===== src/sv/qebd_pkg.sv =====
`default_nettype none
package qebd_pkg;

  localparam int HP_LEN     = 5;
  localparam int ENERGY_LEN = 30;
  // post-shift tap of the sample one older than the center of the high-pass window
  localparam int CENTER_TAP = (HP_LEN + 1) / 2;

  localparam int SAMPLE_W  = 16;
  localparam int HP_W      = 18;
  localparam int HSUM_W    = 24;
  localparam int ENERGY_W  = 40;
  localparam int CNT_W     = 16;
  localparam int CFG_W     = 16;
  localparam int CFG_IDX_W = 3;

  localparam int MUL_A_W   = 18;
  localparam int MUL_B_W   = 24;
  localparam int PROD_W    = MUL_A_W + MUL_B_W;
  localparam int PART_W    = ENERGY_W / 2;
  localparam int COEF_W    = CFG_W + 1;
  localparam int PART_PROD_W = COEF_W + PART_W;
  localparam int ACC_W     = COEF_W + ENERGY_W;
  localparam int EACC_W    = ENERGY_W + 2;
  localparam int SC_W      = PROD_W - 16;
  localparam int DIFF_W    = SC_W + 1;
  localparam int FRAC_W    = 16;

  localparam int HP_LIM    = 131071;
  localparam int SUM_MAX   = 8388607;
  localparam int SUM_MIN   = -8388608;
  localparam int HALF      = 32768;

  typedef enum logic [CFG_IDX_W-1:0] {
    CFG_HP_COEF,
    CFG_ALPHA,
    CFG_GAMMA,
    CFG_WINDOW_LEN,
    CFG_HOLDOFF_LEN
  } cfg_idx_t;

  typedef struct packed {
    logic [CFG_W-1:0] hp_coef;
    logic [CFG_W-1:0] alpha;
    logic [CFG_W-1:0] gamma;
    logic [CFG_W-1:0] window_len;
    logic [CFG_W-1:0] holdoff_len;
  } cfg_t;

  typedef enum logic [3:0] {
    OP_NONE,
    OP_LOAD,
    OP_SCALE,
    OP_HP,
    OP_SQUARE,
    OP_ENERGY,
    OP_DECIDE,
    OP_AG,
    OP_T2LO,
    OP_T2HI,
    OP_T1LO,
    OP_T1HI,
    OP_T1SUM,
    OP_THRESH
  } dp_op_t;

  typedef enum logic [3:0] {
    ST_IDLE,
    ST_SCALE,
    ST_HP,
    ST_SQUARE,
    ST_ENERGY,
    ST_DECIDE,
    ST_AG,
    ST_T2LO,
    ST_T2HI,
    ST_T1LO,
    ST_T1HI,
    ST_T1SUM,
    ST_THRESH
  } state_t;

  typedef struct packed {
    dp_op_t op;
  } cmd_t;

  typedef struct packed {
    logic out_free;
    logic window_end;
  } status_t;

endpackage
`default_nettype wire


===== src/sv/qrs_energy_beat_detector.sv =====
// QRS beat detector on a moving-average high-pass filter and a sliding
// energy feature, one ECG sample per request.
// Input channel: in_valid / in_stall with in_ecg_sample (16 bit signed).
// A request is taken when in_valid is high and in_stall is low.
// Result channel: out_valid / out_stall with out_beat and out_energy
// (40 bit feature); one result per input request, in order.
// Config channel: cfg_valid / cfg_ready, cfg_index selects hp_coef, alpha,
// gamma, window_len or holdoff_len; other indexes are ignored. Write only
// while no request is in flight.
// A taken request passes the scale, high-pass, square, energy and decision
// steps; the decision step writes the result to the output register. One
// shared 18x24 multiplier runs the filter, the two squares and, on a sample
// that closes an adaptation window, the threshold update in turn.
// Stall: a stalled full output register holds the block in its decision
// step; in_stall stays high until the block is idle again.
// Reset (rst_n low, synchronous) clears the running sums, counters, the threshold
// and the output valid, and loads the register defaults.
`default_nettype none
module qrs_energy_beat_detector (
  input  logic                                 clk,
  input  logic                                 rst_n,
  input  logic                                 in_valid,
  output logic                                 in_stall,
  input  logic signed [qebd_pkg::SAMPLE_W-1:0] in_ecg_sample,
  output logic                                 out_valid,
  input  logic                                 out_stall,
  output logic                                 out_beat,
  output logic [qebd_pkg::ENERGY_W-1:0]        out_energy,
  input  logic                                 cfg_valid,
  output logic                                 cfg_ready,
  input  logic [qebd_pkg::CFG_IDX_W-1:0]       cfg_index,
  input  logic [qebd_pkg::CFG_W-1:0]           cfg_data
);
  import qebd_pkg::*;

  cfg_t    cfg;
  cmd_t    cmd;
  status_t status;

  qebd_cfg u_cfg (
    .clk       (clk),
    .rst_n     (rst_n),
    .cfg_valid (cfg_valid),
    .cfg_ready (cfg_ready),
    .cfg_index (cfg_index),
    .cfg_data  (cfg_data),
    .cfg       (cfg)
  );

  qebd_ctrl u_ctrl (
    .clk      (clk),
    .rst_n    (rst_n),
    .in_valid (in_valid),
    .in_stall (in_stall),
    .cmd      (cmd),
    .status   (status)
  );

  qebd_dpath u_dpath (
    .clk           (clk),
    .rst_n         (rst_n),
    .cmd           (cmd),
    .status        (status),
    .cfg           (cfg),
    .in_ecg_sample (in_ecg_sample),
    .out_stall     (out_stall),
    .out_valid     (out_valid),
    .out_beat      (out_beat),
    .out_energy    (out_energy)
  );

endmodule
`default_nettype wire


===== src/sv/qebd_cfg.sv =====
`default_nettype none
module qebd_cfg (
  input  logic                           clk,
  input  logic                           rst_n,
  input  logic                           cfg_valid,
  output logic                           cfg_ready,
  input  logic [qebd_pkg::CFG_IDX_W-1:0] cfg_index,
  input  logic [qebd_pkg::CFG_W-1:0]     cfg_data,
  output qebd_pkg::cfg_t                 cfg
);
  import qebd_pkg::*;

  cfg_t cfg_r;

  assign cfg_ready = 1'b1;
  assign cfg       = cfg_r;

  always_ff @(posedge clk) begin
    if (!rst_n) begin
      cfg_r.hp_coef     <= CFG_W'(13107);
      cfg_r.alpha       <= CFG_W'(3277);
      cfg_r.gamma       <= CFG_W'(11469);
      cfg_r.window_len  <= CFG_W'(360);
      cfg_r.holdoff_len <= CFG_W'(72);
    end else if (cfg_valid && cfg_ready) begin
      unique case (cfg_idx_t'(cfg_index))
        CFG_HP_COEF:     cfg_r.hp_coef     <= cfg_data;
        CFG_ALPHA:       cfg_r.alpha       <= cfg_data;
        CFG_GAMMA:       cfg_r.gamma       <= cfg_data;
        CFG_WINDOW_LEN:  cfg_r.window_len  <= cfg_data;
        CFG_HOLDOFF_LEN: cfg_r.holdoff_len <= cfg_data;
        default: ;  // drop writes to unknown indexes
      endcase
    end
  end

endmodule
`default_nettype wire


===== src/sv/qebd_ctrl.sv =====
`default_nettype none
module qebd_ctrl (
  input  logic              clk,
  input  logic              rst_n,
  input  logic              in_valid,
  output logic              in_stall,
  output qebd_pkg::cmd_t    cmd,
  input  qebd_pkg::status_t status
);
  import qebd_pkg::*;

  state_t state_r, state_nxt;

  always_ff @(posedge clk) begin
    if (!rst_n) begin
      state_r <= ST_IDLE;
    end else begin
      state_r <= state_nxt;
    end
  end

  always_comb begin
    state_nxt = state_r;
    unique case (state_r)
      ST_IDLE:   if (in_valid) state_nxt = ST_SCALE;
      ST_SCALE:  state_nxt = ST_HP;
      ST_HP:     state_nxt = ST_SQUARE;
      ST_SQUARE: state_nxt = ST_ENERGY;
      ST_ENERGY: state_nxt = ST_DECIDE;
      ST_DECIDE: begin
        // hold until the output register can take the result
        if (status.out_free) state_nxt = status.window_end ? ST_AG : ST_IDLE;
      end
      ST_AG:     state_nxt = ST_T2LO;
      ST_T2LO:   state_nxt = ST_T2HI;
      ST_T2HI:   state_nxt = ST_T1LO;
      ST_T1LO:   state_nxt = ST_T1HI;
      ST_T1HI:   state_nxt = ST_T1SUM;
      ST_T1SUM:  state_nxt = ST_THRESH;
      ST_THRESH: state_nxt = ST_IDLE;
      default:   state_nxt = ST_IDLE;
    endcase
  end

  always_comb begin
    in_stall = (state_r != ST_IDLE);
    cmd.op   = OP_NONE;
    unique case (state_r)
      ST_IDLE:   cmd.op = in_valid ? OP_LOAD : OP_NONE;
      ST_SCALE:  cmd.op = OP_SCALE;
      ST_HP:     cmd.op = OP_HP;
      ST_SQUARE: cmd.op = OP_SQUARE;
      ST_ENERGY: cmd.op = OP_ENERGY;
      ST_DECIDE: cmd.op = status.out_free ? OP_DECIDE : OP_NONE;
      ST_AG:     cmd.op = OP_AG;
      ST_T2LO:   cmd.op = OP_T2LO;
      ST_T2HI:   cmd.op = OP_T2HI;
      ST_T1LO:   cmd.op = OP_T1LO;
      ST_T1HI:   cmd.op = OP_T1HI;
      ST_T1SUM:  cmd.op = OP_T1SUM;
      ST_THRESH: cmd.op = OP_THRESH;
      default:   cmd.op = OP_NONE;
    endcase
  end

endmodule
`default_nettype wire


===== src/sv/qebd_dpath.sv =====
`default_nettype none
module qebd_dpath (
  input  logic                                 clk,
  input  logic                                 rst_n,
  input  qebd_pkg::cmd_t                       cmd,
  output qebd_pkg::status_t                    status,
  input  qebd_pkg::cfg_t                       cfg,
  input  logic signed [qebd_pkg::SAMPLE_W-1:0] in_ecg_sample,
  input  logic                                 out_stall,
  output logic                                 out_valid,
  output logic                                 out_beat,
  output logic [qebd_pkg::ENERGY_W-1:0]        out_energy
);
  import qebd_pkg::*;

  // delay lines: index 0 holds the most recent entry
  logic signed [SAMPLE_W-1:0] smp_r [HP_LEN];
  logic signed [HP_W-1:0]     hpl_r [ENERGY_LEN];

  logic signed [HSUM_W-1:0] hsum_r, hsum_nxt;
  logic signed [PROD_W-1:0] prod_r, mul_p;
  logic signed [MUL_A_W-1:0] mul_a;
  logic signed [MUL_B_W-1:0] mul_b;
  logic signed [HP_W-1:0]   hp_r, hp_nxt;
  logic signed [EACC_W-1:0] eacc_r, eacc_nxt;
  logic [ENERGY_W-1:0]      esum_r, esum_nxt;
  logic [ENERGY_W-1:0]      feat_r, feat_nxt;
  logic [ENERGY_W-1:0]      thr_r, thr_nxt;
  logic [ENERGY_W-1:0]      wp_r, wp_nxt;
  logic [CNT_W-1:0]         warm_r, warm_nxt;
  logic [CNT_W-1:0]         win_r;
  logic [CNT_W-1:0]         hold_r, hold_nxt;
  logic                     blocked_r, blocked_nxt;
  logic [COEF_W-1:0]        ag_r, ag_nxt;
  logic [ACC_W-1:0]         acc_r;
  logic [ENERGY_W-1:0]      t2_r;
  logic [ENERGY_W-1:0]      thr_win;
  logic                     out_valid_r, out_beat_r;
  logic [ENERGY_W-1:0]      out_energy_r;

  logic                     hp_en, en_en, warm_act, feat_gt_thr, beat;
  logic [COEF_W-1:0]        coef_c;
  logic [PART_PROD_W-1:0]   part_p;
  logic [ACC_W-1:0]         acc_lo, acc_hi;

  assign hp_en    = (warm_r >= CNT_W'(HP_LEN));
  assign en_en    = (warm_r >= CNT_W'(ENERGY_LEN));
  assign coef_c   = {1'b1, {CFG_W{1'b0}}} - {1'b0, cfg.alpha};
  assign part_p   = prod_r[PART_PROD_W-1:0];
  assign acc_lo   = ACC_W'(part_p) + ACC_W'(HALF);
  assign acc_hi   = acc_r + ACC_W'({part_p, {PART_W{1'b0}}});

  // shared multiplier
  always_comb begin
    mul_a = '0;
    mul_b = '0;
    case (cmd.op)
      OP_SCALE: begin
        mul_a = $signed({2'b00, cfg.hp_coef});
        mul_b = hsum_r;
      end
      OP_HP: begin
        mul_a = hpl_r[ENERGY_LEN-1];
        mul_b = MUL_B_W'(hpl_r[ENERGY_LEN-1]);
      end
      OP_SQUARE: begin
        mul_a = hp_r;
        mul_b = MUL_B_W'(hp_r);
      end
      OP_AG: begin
        mul_a = $signed({2'b00, cfg.alpha});
        mul_b = $signed({8'h00, cfg.gamma});
      end
      OP_T2LO: begin
        mul_a = $signed({1'b0, coef_c});
        mul_b = $signed({4'h0, thr_r[PART_W-1:0]});
      end
      OP_T2HI: begin
        mul_a = $signed({1'b0, coef_c});
        mul_b = $signed({4'h0, thr_r[ENERGY_W-1:PART_W]});
      end
      OP_T1LO: begin
        mul_a = $signed({1'b0, ag_r});
        mul_b = $signed({4'h0, wp_r[PART_W-1:0]});
      end
      OP_T1HI: begin
        mul_a = $signed({1'b0, ag_r});
        mul_b = $signed({4'h0, wp_r[ENERGY_W-1:PART_W]});
      end
      default: ;
    endcase
  end

  assign mul_p = mul_a * mul_b;

  // high-pass running sum
  always_comb begin
    logic signed [HSUM_W+1:0] s;
    logic signed [SAMPLE_W-1:0] oldest;
    oldest = hp_en ? smp_r[HP_LEN-1] : '0;
    s = (HSUM_W+2)'(hsum_r) + (HSUM_W+2)'(in_ecg_sample) - (HSUM_W+2)'(oldest);
    if (s > (HSUM_W+2)'(SUM_MAX))      hsum_nxt = HSUM_W'(SUM_MAX);
    else if (s < (HSUM_W+2)'(SUM_MIN)) hsum_nxt = HSUM_W'(SUM_MIN);
    else                               hsum_nxt = s[HSUM_W-1:0];
  end

  // CENTER_TAP sample minus rounded scaled sum
  always_comb begin
    logic signed [PROD_W-1:0] r;
    logic signed [SC_W-1:0]   sc;
    logic signed [DIFF_W-1:0] diff;
    r    = prod_r + PROD_W'(HALF);
    sc   = r[PROD_W-1:FRAC_W];
    diff = DIFF_W'(smp_r[CENTER_TAP]) - DIFF_W'(sc);
    if (!hp_en)                           hp_nxt = '0;
    else if (diff > DIFF_W'(HP_LIM))      hp_nxt = HP_W'(HP_LIM);
    else if (diff < -(DIFF_W'(HP_LIM)))   hp_nxt = -(HP_W'(HP_LIM));
    else                                  hp_nxt = diff[HP_W-1:0];
  end

  // energy sum: drop the oldest square, then add the newest
  always_comb begin
    logic signed [EACC_W-1:0] s;
    eacc_nxt = $signed({2'b00, esum_r}) - (en_en ? prod_r : '0);
    s = eacc_r + prod_r;
    if (s < 0)                                       esum_nxt = '0;
    else if (s > $signed({2'b00, {ENERGY_W{1'b1}}})) esum_nxt = '1;
    else                                             esum_nxt = s[ENERGY_W-1:0];
    feat_nxt = en_en ? esum_nxt : '0;
  end

  // beat decision and bookkeeping
  always_comb begin
    logic [CNT_W-1:0] hold_inc;
    warm_act    = (warm_r < cfg.window_len);
    feat_gt_thr = (feat_r > thr_r);
    thr_nxt     = (warm_act && feat_gt_thr) ? feat_r : thr_r;
    warm_nxt    = warm_act ? warm_r + CNT_W'(1) : warm_r;
    wp_nxt      = (feat_r > wp_r) ? feat_r : wp_r;
    hold_inc    = (hold_r != '1) ? hold_r + CNT_W'(1) : hold_r;
    hold_nxt    = hold_r;
    blocked_nxt = blocked_r;
    if (blocked_r) begin
      if (hold_inc >= cfg.holdoff_len) begin
        blocked_nxt = 1'b0;
        hold_nxt    = '0;
      end else begin
        hold_nxt    = hold_inc;
      end
    end
    // during warm-up the threshold already covers this feature
    beat = !warm_act && feat_gt_thr && !blocked_nxt;
  end

  // threshold adaptation helpers
  always_comb begin
    logic [COEF_W+FRAC_W-1:0] r;
    logic [ENERGY_W:0]        t;
    r       = (COEF_W+FRAC_W)'(prod_r[2*CFG_W-1:0]) + (COEF_W+FRAC_W)'(HALF);
    ag_nxt  = r[COEF_W+FRAC_W-1:FRAC_W];
    t       = {1'b0, t2_r} + {1'b0, acc_r[FRAC_W +: ENERGY_W]};
    thr_win = t[ENERGY_W] ? '1 : t[ENERGY_W-1:0];
  end

  assign status.out_free   = !out_valid_r || !out_stall;
  assign status.window_end = !beat && (win_r >= cfg.window_len);

  // ring payload, no reset
  always_ff @(posedge clk) begin
    if (cmd.op == OP_LOAD) begin
      smp_r[0] <= in_ecg_sample;
      for (int k = 1; k < HP_LEN; k++) smp_r[k] <= smp_r[k-1];
    end
    if (cmd.op == OP_HP) begin
      hpl_r[0] <= hp_nxt;
      for (int k = 1; k < ENERGY_LEN; k++) hpl_r[k] <= hpl_r[k-1];
    end
  end

  // datapath payload
  always_ff @(posedge clk) begin
    prod_r <= mul_p;
    case (cmd.op)
      OP_HP:     hp_r   <= hp_nxt;
      OP_SQUARE: eacc_r <= eacc_nxt;
      OP_ENERGY: feat_r <= feat_nxt;
      OP_T2LO:   ag_r   <= ag_nxt;
      OP_T2HI:   acc_r  <= acc_lo;
      OP_T1LO:   acc_r  <= acc_hi;
      OP_T1HI: begin
        t2_r  <= acc_r[FRAC_W +: ENERGY_W];
        acc_r <= acc_lo;
      end
      OP_T1SUM:  acc_r  <= acc_hi;
      default: ;
    endcase
    if (cmd.op == OP_DECIDE) begin
      out_beat_r   <= beat;
      out_energy_r <= feat_r;
    end
  end

  // detector state
  always_ff @(posedge clk) begin
    if (!rst_n) begin
      hsum_r      <= '0;
      esum_r      <= '0;
      thr_r       <= '0;
      wp_r        <= '0;
      warm_r      <= '0;
      win_r       <= '0;
      hold_r      <= '0;
      blocked_r   <= 1'b0;
      out_valid_r <= 1'b0;
    end else begin
      case (cmd.op)
        OP_LOAD:   hsum_r <= hsum_nxt;
        OP_ENERGY: esum_r <= esum_nxt;
        OP_DECIDE: begin
          thr_r     <= thr_nxt;
          warm_r    <= warm_nxt;
          wp_r      <= wp_nxt;
          hold_r    <= hold_nxt;
          blocked_r <= blocked_nxt || beat;
          if (!beat && (win_r < cfg.window_len)) win_r <= win_r + CNT_W'(1);
        end
        OP_THRESH: begin
          thr_r <= thr_win;
          win_r <= '0;
          wp_r  <= '0;
        end
        default: ;
      endcase
      if (cmd.op == OP_DECIDE)         out_valid_r <= 1'b1;
      else if (!out_stall)             out_valid_r <= 1'b0;
    end
  end

  assign out_valid  = out_valid_r;
  assign out_beat   = out_beat_r;
  assign out_energy = out_energy_r;

endmodule
`default_nettype wire


===== config.mk =====
export PLATFORM = sky130hd
export DESIGN_NAME = qrs_energy_beat_detector
export DESIGN_NICKNAME = d
export VERILOG_FILES = /design/src/sv/qebd_pkg.sv /design/src/sv/qrs_energy_beat_detector.sv /design/src/sv/qebd_cfg.sv /design/src/sv/qebd_ctrl.sv /design/src/sv/qebd_dpath.sv
export SDC_FILE = /design/constraint.sdc
export NUM_CORES = 2
export LEC_CHECK = 0
export BUFFER_PORTS_ARGS = -buffer_cell sky130_fd_sc_hd__buf_2
export CAP_MARGIN = 10
export CORE_MARGIN = 2
export CORE_UTILIZATION = 55
export CTS_CLUSTER_DIAMETER = 60
export DETAILED_ROUTE_END_ITERATION = 16
export PLACE_DENSITY_LB_ADDON = 0.3
export SLEW_MARGIN = 0
export SYNTH_ARGS = -nofsm -noshare
export SYNTH_HDL_FRONTEND = slang
export SYNTH_SLANG_ARGS = --single-unit

===== constraint.sdc =====
create_clock -name clk -period 39.6 [get_ports clk]
set_input_delay 11.88 -clock clk [delete_from_list [all_inputs] [get_ports clk]]
set_output_delay 11.88 -clock clk [all_outputs]
set_load 0.005 [all_outputs]

==> metrics.txt <==
outcome=complete, no violations; CTS tree=done; most area-consuming cells after synthesis=edfxtp_1 36%, fa_1 13%, dfxtp_1 9.1%; total global routing overflow=0; final setup fails=0; Die X=362 um; Simple-Gate Fraction of Synth Area=12.4%; DRC=0; Routed Antenna Nets=0; Gate Count Post-Synth=6673; number of synthesis warnings=0; # resized after CTS=0; Root Buffer=clkbuf_16; WL/cell=24.5 um; largest net degree at the start of global routing=206; adder-cell share of the synthesized area=20.9%; row count=131; final period demand of the worst path=20.96 ns; Post-synth ARST share=0%; total CTS buffers=131; xor/xnor share of the synthesized area=3.12%; vias in the first global route=49425; Most used DFF post-synth=edfxtp_1; startpoint type of the worst setup path=input port; fin. max-slew vios=0; Synth Area in Compound Gates=12.7%; Clock Skews=0.0494 ns; critical path fanouts, max=200; clock sink total=1160; first-pass GRT wire length=311000 um; Setup crit end kind=flop; syn avg cell area=10.6 um^2; area leader, netlist=edfxtp_1; Max-slew headroom=15.2%; Iter 0 DRT Violations=5636; Worst EP required=40.29 ns; First-pass DRT Iterations=8; CTS Hold Bufs=0; Max Cap Viol=0; total power=4200 uW; # port buffers=82; initial antenna violation count=9; sequential share of the synthesized area=44.9%; hpwl dp=159000 um; Post-Synthesis Cell Area=70500 um^2; Final period util=52.9%; FF+latch count, synth=1160; CTS clk-pin slew, worst paths=0.06 ns; Clock Path Buffers=3; Vias/cell=6.06; Nets=7671; Hold Vio Cnt, Final=0; Sum Neg Setup Slack=0 ns; Clock Latency Late Sink=0.79 ns; Critical Path AT=21.65 ns; proportion of synthesized area in mux cells=0.245%; DR vias=51502; Post-synth EDFFs=840; GR Util All Layers=31.9%; worst hold margin=0.405 ns; die height=362 um; CP max stage cell=buf_4; main combinational cell family by area after synthesis=adder cells; final WL=209000 um; share of layout cells above drive strength 1=6.89%; post-CTS setup buffers=0; maximum vdd drop=0.0411 mV; CTS H-tree lvls=4; Placeable Area=127000 um^2; PwrDens=54.4 nW/um^2; post-synth top area share=35.8%; starting density of the core=55.3%; slowest stage delay, CP=0.80 ns; Peak Freq=0.0477 GHz; num ports=84; Die ar.=131000 um^2; GPL Wtd Cong=1.02; P&R area growth vs syn=9.63%; unique cell type count in the Yosys netlist=96; WS Path Type=in2reg; LEAKAGE=0.0314 uW; RSZ-0062 raised after global routing=no; Worst Tran Pin Value=1.27 ns; worst hold path type=reg2reg
==> power breakdown <==
| group | total, uW | switching [uW] | internal, uW |
|---|---|---|---|
| Combinational | 1430 | 912 | 522 |
| Sequential | 1530 | 113 | 1420 |
| Clock | 1240 | 522 | 713 |
==> synthesized netlist by cell type, drive strengths merged, types with 14 or more instances <==
| cell type | count |
|---|---|
| edfxtp | 840 |
| inv | 840 |
| nand2 | 744 |
| nor2 | 467 |
| fa | 454 |
| ha | 448 |
| a21oi | 413 |
| dfxtp | 320 |
| o21ai | 244 |
| clkbuf | 229 |
| nand3 | 183 |
| a21o | 174 |
| xnor2 | 151 |
| xor2 | 99 |
| nor2b | 75 |
| nor3 | 70 |
| and3 | 69 |
| o21a | 69 |
| nand4 | 66 |
| and2 | 53 |
| a31oi | 47 |
| a22oi | 46 |
| nand2b | 42 |
| o211ai | 39 |
| o21bai | 30 |
| or3 | 29 |
| a221o | 28 |
| or2 | 26 |
| a222oi | 25 |
| a211oi | 21 |
| o32ai | 21 |
| o31ai | 20 |
| buf | 18 |
| a21boi | 17 |
| and4 | 17 |
| o22ai | 17 |
| mux2i | 15 |
| nor4 | 14 |
==> cell families after synthesis <==
kind of cell,Yosys count
AO/OA/AOI/OAI,1352
XOR/XNOR,250
adder cells (fa/ha/maj),902
buffers and inverters,1087
flip-flops,1160
multiplexers,17
other,2
AND/OR/NAND/NOR,1903
==> routing by layer <==
| layer | routed length [um] | track usage [%] |
|---|---|---|
| met3 | 19800 | 6.43 |
| met4 | 12500 | 16.0 |
| met5 | 30 | 0 |
| met2 | 90400 | 48.0 |
| met1 | 85900 | 44.0 |
==> through the flow <==
stage	setup slack [ns]	cells	util, %	area, um^2
global placement	18.04	8256	57.1	72800
finish	18.64	8499	60.7	77300
global route	17.90	8496	60.7	77200
CTS	18.75	8494	60.6	77200
detailed placement	17.93	8256	57.1	72800
floorplan	4.03	6678	-	70500
==> cell type report <==
| class | count | area (um^2) |
|---|---|---|
| Clock buffer | 171 | 3590 |
| Inverter | 840 | 3150 |
| Fill cell | 10389 | 50100 |
| Clock inverter | 67 | 843 |
| Timing Repair Buffer | 165 | 1080 |
| Tap cell | 1662 | 2080 |
| Sequential cell | 1160 | 31600 |
| Antenna cell | 3 | 7.51 |
| Multi-Input combinational cell | 4431 | 34900 |
==> layout by cell type, fill, tap and decap left out, types with 80 or more instances in the layout <==
cell type / synthesis / final
a21oi_1: 402 / 401
dfxtp_1: 320 / 320
nand3_1: 182 / 182
buf_2: 6 / 82
clkbuf_16: 0 / 133
xnor2_1: 150 / 149
fa_1: 454 / 454
inv_1: 839 / 838
a21o_1: 174 / 174
buf_4: 1 / 80
nor2_1: 467 / 464
edfxtp_1: 840 / 840
nand2_1: 744 / 743
ha_1: 448 / 448
o21ai_0: 240 / 240
xor2_1: 99 / 99
==> final timing paths <==
check        slack (ns)              endpoint                 start  cells after the start
max reg2reg       28.27    u_dpath.prod_r[40]     u_ctrl.state_r[1]                     30
max               18.64    u_dpath.prod_r[40]              in_valid                     31
min                0.40  u_dpath.hpl_r[0][99]  u_dpath.hpl_r[0][81]                      0
min reg2reg        0.40  u_dpath.hpl_r[0][99]  u_dpath.hpl_r[0][81]                      0
==> critical path, delay by kind of cell <==
family,cells,cell delay [ns]
xor+xnor,1,0.16
fa+ha+maj,7,3.62
compound gates,8,2.60
buf+inv,10,2.29
simple gates,5,0.96
==> state kept, by name, indices dropped and copies added, names as in the netlist, 42 cells and up <==
signal	flops
u_dpath.eacc_r	42
u_dpath.smp_r	80
u_dpath.hpl_r	523
u_dpath.prod_r	42
u_cfg.cfg	80
No activity file was read; power rests on OpenSTA's default activity.
